==> src/hdl/igs_pkg.sv <==
// Shared constants and types for the integer set store.
// No dependencies.
package igs_pkg;

   localparam int CAPACITY  = 128;
   localparam int IDX_W     = $clog2(CAPACITY);
   localparam int CNT_W     = $clog2(CAPACITY + 1);
   localparam int DATA_W    = 32;
   localparam int OP_W      = 2;
   localparam int OUT_CNT_W = 8;

   typedef enum logic [OP_W-1:0] {
      OP_INSERT = 2'd0,
      OP_DELETE = 2'd1,
      OP_MEMBER = 2'd2
   } op_type;

   // one-hot controller states
   typedef enum logic [1:0] {
      ST_IDLE   = 2'b01,
      ST_UPDATE = 2'b10
   } state_type;

   // control broadcast to every cell
   typedef struct packed {
      logic capture;   // take a fresh match flag
      logic insert;    // cell at the fill position loads the key
      logic remove;    // cells at or past the hole take their neighbour's entry
   } cell_ctl_type;

endpackage

==> src/hdl/igs_prefix.sv <==
// Prefix OR over the cell match flags: bit i is set when some cell at or
// below i matched. Log-depth form. Depends on igs_pkg.
module igs_prefix (
   input  logic [igs_pkg::CAPACITY-1:0] hit,
   output logic [igs_pkg::CAPACITY-1:0] prefix
);
   import igs_pkg::*;

   always_comb begin
      prefix = hit;
      for (int k = 0; k < IDX_W; k++) begin
         prefix = prefix | (prefix << (1 << k));
      end
   end

endmodule

==> config.mk <==
export PLATFORM = sky130hd
export DESIGN_NAME = igs_prefix
export DESIGN_NICKNAME = d
export VERILOG_FILES = /design/src/hdl/igs_pkg.sv /design/src/hdl/igs_prefix.sv
export SDC_FILE = /design/constraint.sdc
export NUM_CORES = 1
export LEC_CHECK = 0
export BUFFER_PORTS_ARGS = -buffer_cell sky130_fd_sc_hd__buf_2
export CAP_MARGIN = 20
export CORE_AREA = 3 3 100 102
export DETAILED_ROUTE_END_ITERATION = 10
export DIE_AREA = 0 0 103 105
export GPL_TIMING_DRIVEN = 0
export PLACE_DENSITY_LB_ADDON = 0.15
export SLEW_MARGIN = 15
export SYNTH_ARGS = -nofsm -noshare
export SYNTH_HDL_FRONTEND = slang
export SYNTH_SLANG_ARGS = --single-unit
export TNS_END_PERCENT = 10
==> constraint.sdc <==
create_clock -name vclk -period 3.35
set_clock_uncertainty 0.15 [all_clocks]
set_input_delay 0.1675 -clock vclk [all_inputs]
set_output_delay 0.1675 -clock vclk [all_outputs]
set_load 0.01 [all_outputs]
==> impl_metrics.ini <==
[timing]
finalSetupViolCount = 0
setup_tns_ns = 0
drv_slew = 0
finalHoldViolCount = 0
final_min_period_over_clock_period = 0.957
fmax_mhz = 312
grt_setup_unrepaired = false
worst_slew_pin_slew_ns = 0.838
min_period_ns = 3.21
relSlewSlack = 0.436

[route]
wl_per_cell_um = 17.4
wl_mm = 11.3
detail_route.iter0.violations = 88
first_pass_iters = 4
ant_nets = 0
routed_via_density = 4.98
dr_total_vias = 3235
drc = 0

[power]
p_int_mw = 0.0730
p_sw_mw = 0.0778
leakage_nw = 1.11
p_sw_frac = 0.516
pwr-share-clk = 0
pwr-share-seq = 0
p_comb_frac = 1.000
max-vdd-ir-drop_uv = 31.2
power_density_mw_per_mm2 = 49.5
power_mw = 0.151

[placed_design]
io_buffers = 256
place_congestion = 0.804
hpwl_mm = 10.2

[flow_run]
max-cap-violations = 0

[floorplanning]
die_x_um = 103
core_area_sq_mm = 0.00920
num_rows = 35
die_h_um = 105
die_area_sq_mm = 0.0108
start_util = 0.173
num_io_pins = 256

[finish]
regArea_sq_um = 0
final_common_cell = buf_2
nFlopsAndLatches = 0
nClkBuffers = 0
antenna_cells = 0
n_fill_cell = 1079
drive_above_1_share = 0.548
area_growth_pct = 91.6
multi_input_area_sq_mm = 0.00153
final_cell_mix = buf_2, nand2_1, nor2_1, or3_1, nor3_1
nNetsFinal = 668

[global_routing]
antenna_found_initial = 0
grt_pass1_vias = 3172
grt_max_degree = 11
track_usage = 0.188
grt_pass1_wl_mm = 16.2
grt_overflow_total = 0

[worst_setup_path]
crit_type = primary input to primary output
arrival_ns = 2.89
cp-start-kind = primary input
critical_path_required_ns = 3.03
end_kind = primary output
path_max_fanout = 10

[yosys]
synthTopCellsByArea = or3_1, nor4_1, nor3_1
ys_seq_area_frac = 0
syn_nets = 409
syn-cell-area_sq_mm = 0.00159
synth_top_cell_area_share = 0.126
syn_inst = 281
synthDistinctLibCells = 32
yosysWarnings = 0
avgSynthCellArea_sq_um = 5.66
synth_top_cell_by_area = or3_1

[outcome]
status = complete, no violations

[min_path]
holdCritStartpoint = hit[2]
min_path_type = primary input to primary output
min_to = prefix[2]
holdPathStages = 3

[clocking]
postCtsHoldBufs = 0
[stage by stage]
step / std cells / hold WS (ns) / cell area, sq um / worst slack (ns) / utilization
finish: 649 / 0.465 / 3050 / 0.143 / 0.332
global route: 649 / 0.488 / 3050 / 0.0123 / 0.332
CTS: 648 / 0.465 / 3010 / 0.0238 / 0.328
detailed placement: 648 / 0.465 / 3010 / -0.0521 / 0.327
global placement: 648 / 0.461 / 3010 / -0.0477 / 0.327
floorplan: 281 / 0.277 / 1590 / 0.373 / -
[area by class of cell]
cell class / instances / share of cell area
Inverter: 10 / 0.0131
Buffer: 8 / 0.0148
Multi-Input combinational cell: 262 / 0.501
Timing Repair Buffer: 258 / 0.425
Tap cell: 111 / 0.0455
[synth_stat cells (all sizes together)]
cell type and count:
nand4 17, nand2 37, nor3 29, or2 15, nor4b 1, inv 10
and4b 2, nor2b 1, nor4 24, nand4b 7, buf 7, clkbuf 2
or4b 1, nor4bb 1, nand3 21, nor2 35, or3b 3, or4 17
nand3b 4, and3 5, and2 4, nand2b 6, or3 32
[power groups by stage]
stage,Clock [mW],Sequential (mW),Combinational (mW)
5_1_grt,0,0,0.166
3_5_place_dp,0,0,0.149
4_1_cts,0,0,0.150
3_3_place_gp,0,0,0.146
2_1_floorplan,0,0,0.0364
6_report,0,0,0.151
[routing by layer]
layer / up-vias / wire length, um / GRT usage
li1: 1587 / - / -
met1: 1477 / 4070 / 0.191
met2: 167 / 6160 / 0.391
met3: 4 / 1030 / 0.0427
met4: 0 / 35 / 0.00555
met5: - / 0 / 0
[kinds of logic after synthesis]
group	synth area share
and+or+nand+nor	0.944
buffers and inverters	0.0558
[worst max path at each step]
stage / startpoint / endpoint / slack, ns
after floorplan: hit[0] / prefix[14] / 0.37
after global placement: hit[0] / prefix[86] / -0.05
after detailed placement: hit[0] / prefix[86] / -0.05
after CTS: hit[0] / prefix[121] / 0.02
after global routing: hit[0] / prefix[92] / 0.01
final: hit[0] / prefix[121] / 0.14
[repair_timing]
| action | 4_1_cts | 5_1_grt |
|---|---|---|
| resized for setup | 1 | 5 |
| pin swaps | 0 | 1 |
| gates cloned | 0 | 0 |
| endpoints found under the setup margin | 5 | 26 |
| buffers inserted | 0 | 2 |
[worst max-delay path: stages]
cell and delay (ns):
buf_2 0.11, or4_1 0.50, buf_2 0.17, nor4_4 0.31, and2_1 0.17, buf_4 0.16, inv_4 0.06, or4_4 0.58
nor2_2 0.19, buf_4 0.22, nand3_1 0.10, buf_2 0.15
Note: power is estimated with default switching activity, not from simulation.
