[src/hdl/igs_pkg.sv]
// Shared constants and types for the integer set store.
// No dependencies.
package igs_pkg;

   localparam int CAPACITY  = 128;
   localparam int IDX_W     = $clog2(CAPACITY);
   localparam int CNT_W     = $clog2(CAPACITY + 1);
   localparam int DATA_W    = 32;
   localparam int OP_W      = 2;
   localparam int OUT_CNT_W = 8;

   typedef enum logic [OP_W-1:0] {
      OP_INSERT = 2'd0,
      OP_DELETE = 2'd1,
      OP_MEMBER = 2'd2
   } op_type;

   // one-hot controller states
   typedef enum logic [1:0] {
      ST_IDLE   = 2'b01,
      ST_UPDATE = 2'b10
   } state_type;

   // control broadcast to every cell
   typedef struct packed {
      logic capture;   // take a fresh match flag
      logic insert;    // cell at the fill position loads the key
      logic remove;    // cells at or past the hole take their neighbour's entry
   } cell_ctl_type;

endpackage

[src/hdl/igs_cell.sv]
// One storage cell of the set chain: an entry, its match flag and the
// shift-down path from its upper neighbour. Depends on igs_pkg.
module igs_cell (
   input  logic                        clock,
   input  igs_pkg::cell_ctl_type       ctl,
   input  logic [igs_pkg::IDX_W-1:0]   index,
   input  logic [igs_pkg::CNT_W-1:0]   count,
   input  logic [igs_pkg::DATA_W-1:0]  key,
   input  logic                        prefix,
   input  logic [igs_pkg::DATA_W-1:0]  next_entry,
   output logic [igs_pkg::DATA_W-1:0]  entry,
   output logic                        hit
);
   import igs_pkg::*;

   logic [DATA_W-1:0] entry_ff, entry_in;
   logic              hit_ff, hit_in;
   logic              occupied;

   assign occupied = CNT_W'(index) < count;

   always_comb begin
      entry_in = entry_ff;
      hit_in   = hit_ff;
      if (ctl.capture) begin
         hit_in = occupied && (entry_ff == key);
      end
      priority if (ctl.insert && (CNT_W'(index) == count)) begin
         entry_in = key;
      end else if (ctl.remove && prefix) begin
         entry_in = next_entry;
      end
   end

   always_ff @(posedge clock) begin
      entry_ff <= entry_in;
      hit_ff   <= hit_in;
   end

   assign entry = entry_ff;
   assign hit   = hit_ff;

endmodule

[config.mk]
export PLATFORM = sky130hd
export DESIGN_NAME = igs_cell
export DESIGN_NICKNAME = d
export VERILOG_FILES = /design/src/hdl/igs_pkg.sv /design/src/hdl/igs_cell.sv
export SDC_FILE = /design/constraint.sdc
export NUM_CORES = 1
export LEC_CHECK = 0
export BUFFER_PORTS_ARGS = -buffer_cell sky130_fd_sc_hd__buf_2
export CAP_MARGIN = 25
export CORE_MARGIN = 8
export CORE_UTILIZATION = 43
export DETAILED_ROUTE_END_ITERATION = 6
export PLACE_DENSITY = 0.88
export SYNTH_ARGS = -nofsm -noshare
export SYNTH_HDL_FRONTEND = slang
export SYNTH_SLANG_ARGS = --single-unit
[constraint.sdc]
create_clock -name clock -period 2.76 [get_ports clock]
set_clock_uncertainty 0.15 [all_clocks]
set_input_delay 0.138 -clock clock [delete_from_list [all_inputs] [get_ports clock]]
set_output_delay 0.138 -clock clock [all_outputs]
set_load 0.01 [all_outputs]
==> out/results.ini <==
[clocking]
cts_resized = 0
cts_root_buffer = clkbuf_8
cts_tree = done
cts_sinks = 33
h-tree-depth = 2
numCtsBuffers = 5
clock_path_buffers = 2
clk_pin_slew_ns = 0.07
clk_latency_ns = 0.28

[sta]
holdWs_ns = 0.0107
drv_slew = 0
hold_violations = 0
slew_headroom_pct = 71.9
worstMarginPinSlew_ns = 0.421
period_minus_slack_ns = 1.85
worst_slack_ns = 0.907
fin_tns_setup_ns = 0
setup_viol = 0
min_period_over_period_pct = 67.1
max_freq_ghz = 0.540
rsz0062_at_grt = no

[cells_and_area]
layout_commonest_cell = buf_2
final_core_util_pct = 64.7
synthToLayoutAreaGrowth_pct = 45.3
nets = 367
nFillCells = 324
layout_common_cells = buf_2 (116), edfxtp_1 (33), xor2_1 (32)
multi_input_area_um2 = 882
seq_area_um2 = 991
layout-drive-gt1-share_pct = 56.3

[drt]
drt_iter0_markers = 51
first_pass_iters = 4
wirelength_um = 5400
antenna_left = 0
drc = 0
avgViaCountPerCell = 4.88
vias = 1612
wl_per_cell_um = 16.3

[global_route]
grt_pass1_wl_um = 8730
grt_max_degree = 34
grt_pass1_vias = 1880
grt-ovfl-total = 0
antenna_found_initial = 1
grt_usage_pct = 15.3

[worst_setup_path]
critPathMaxFanout = 33
startpoint_type = input port
critPathCaptureType = flip-flop
critPathMaxStageDelay_ns = 0.40
cpMaxStageDelayCell = buf_4
path_class = in2reg
cp.required_ns = 2.59
worstPathCellList = buf_2, inv_1, ha_1, nand4_2, nor3_4, buf_4, a21o_1, buf_12
arrival_ns = 1.68

[synthesis]
synth_cell_types = 19
syn_area_per_cell_um2 = 14.0
syn_nets = 230
ys_seq_area_share_pct = 51.1
ys_ff_latch = 33
ys_warn_count = 0
synthesis.area_um2 = 1940
synthCells = 139

[power_and_ir_drop]
p_per_area_nw_per_um2 = 426
seq_power_share_pct = 51.1
intPower_uw = 897
leakagePower_nw = 1.29
irDropWorstVdd_mv = 0.294
switchingPower_uw = 303
power_mw = 1.20
switching_share_pct = 25.3
clkPwrFrac_pct = 28.9
pwr-share-comb_pct = 20.1

[floorplan]
core_area_um2 = 4350
die_y_um = 83.2
rows = 24
initial_core_util_pct = 44.6
die_w_um = 83.2
io_pins = 117
die_area_um2 = 6920

[flow_run]
cap_violations = 0

[placed_design]
globalplace.congestion = 0.747
dp_slack_ns = 0.588
hpwlAfterDp_um = 3990
port_buffers = 116

[run_status]
status = finished clean

[worst_hold_path]
hold_path.class = in2reg

## power groups by stage
| stage | Combinational, mW | Sequential [mW] | Clock (mW) |
|---|---|---|---|
| floorplan | 0.0863 | 0.640 | 0 |
| detailed placement | 0.224 | 0.623 | 0 |
| global route | 0.266 | 0.618 | 0.373 |
| CTS | 0.242 | 0.613 | 0.361 |
| global placement | 0.220 | 0.623 | 0 |
| finish | 0.241 | 0.613 | 0.347 |
## repair_timing
item	CTS	global route
setup buffers	0	0
hold buffers	15	0
hold endpoints to repair	15	0
## stage by stage
step                cells  cell area (um2)
detailed placement    306             2580
global placement      306             2580
finish                330             2820
floorplan             139             1940
CTS                   329             2820
global route          330             2820
## cell families (layout without fill, tap and decap cells)
logic type / count (synthesis) / after routing / share of synthesized area [%]
other: 0 / 1 / 0
flip-flops: 33 / 33 / 51.1
multiplexers: 32 / 32 / 18.6
buffers and inverters: 12 / 150 / 3.48
XOR/XNOR: 32 / 32 / 14.4
AND/OR/NAND/NOR: 16 / 16 / 5.67
adder cells (fa/ha/maj): 7 / 7 / 4.51
AO/OA/AOI/OAI: 7 / 7 / 2.26
## flip-flops by register name, summed over array words and instances, names as in the netlist
register,flops
entry,32
hit,1
## area by class of cell
| type | count | area share, % |
|---|---|---|
| Tap cell | 52 | 2.31 |
| Multi-Input combinational cell | 94 | 31.3 |
| Inverter | 9 | 1.20 |
| Clock inverter | 3 | 0.621 |
| Timing Repair Buffer | 133 | 26.9 |
| Clock buffer | 5 | 2.44 |
| Sequential cell | 33 | 35.2 |
| Antenna cell | 1 | 0.0888 |
## cells in the mapped netlist
cell type | instances | area (um2)
o311ai_0 | 1 | 8.76
nand3_1 | 2 | 10.0
mux2_2 | 28 | 315
nor4_1 | 8 | 50.1
nand4_2 | 1 | 12.5
nor3_1 | 1 | 5.00
xor2_1 | 32 | 280
inv_1 | 9 | 33.8
a21oi_1 | 4 | 20.0
nor2b_1 | 1 | 6.26
ha_1 | 7 | 87.6
mux2_1 | 4 | 45.0
a21o_1 | 1 | 7.51
nand4_1 | 1 | 6.26
buf_6 | 3 | 33.8
edfxtp_1 | 33 | 991
nor3_4 | 1 | 16.3
nand2_1 | 1 | 3.75
o211ai_1 | 1 | 7.51
## routing by layer
metal / vias to the layer above / wire length [um] / track usage (%)
li1: 788 / - / -
met1: 730 / 2040 / 14.6
met2: 85 / 2690 / 27.2
met3: 9 / 585 / 8.01
met4: 0 / 81 / 5.27
met5: - / 0 / 0
## worst paths after layout
kind                       start                  end  slack (ns)  cells after the start
max reg2reg  entry[20]$_DFFE_PP_        hit$_DFFE_PP_        1.00                      4
min               next_entry[16]  entry[16]$_DFFE_PP_        0.01                      2
max                     count[5]  entry[18]$_DFFE_PP_        0.91                      8
min reg2reg   entry[6]$_DFFE_PP_        hit$_DFFE_PP_        0.73                      4
## critical path: cells and delay by family
family                   cells  cell delay [ns]
adder cells (fa/ha/maj)      1             0.29
AND/OR/NAND/NOR              2             0.34
AO/OA/AOI/OAI                1             0.17
buffers and inverters        4             0.71
(Power assumes the default switching activity.)
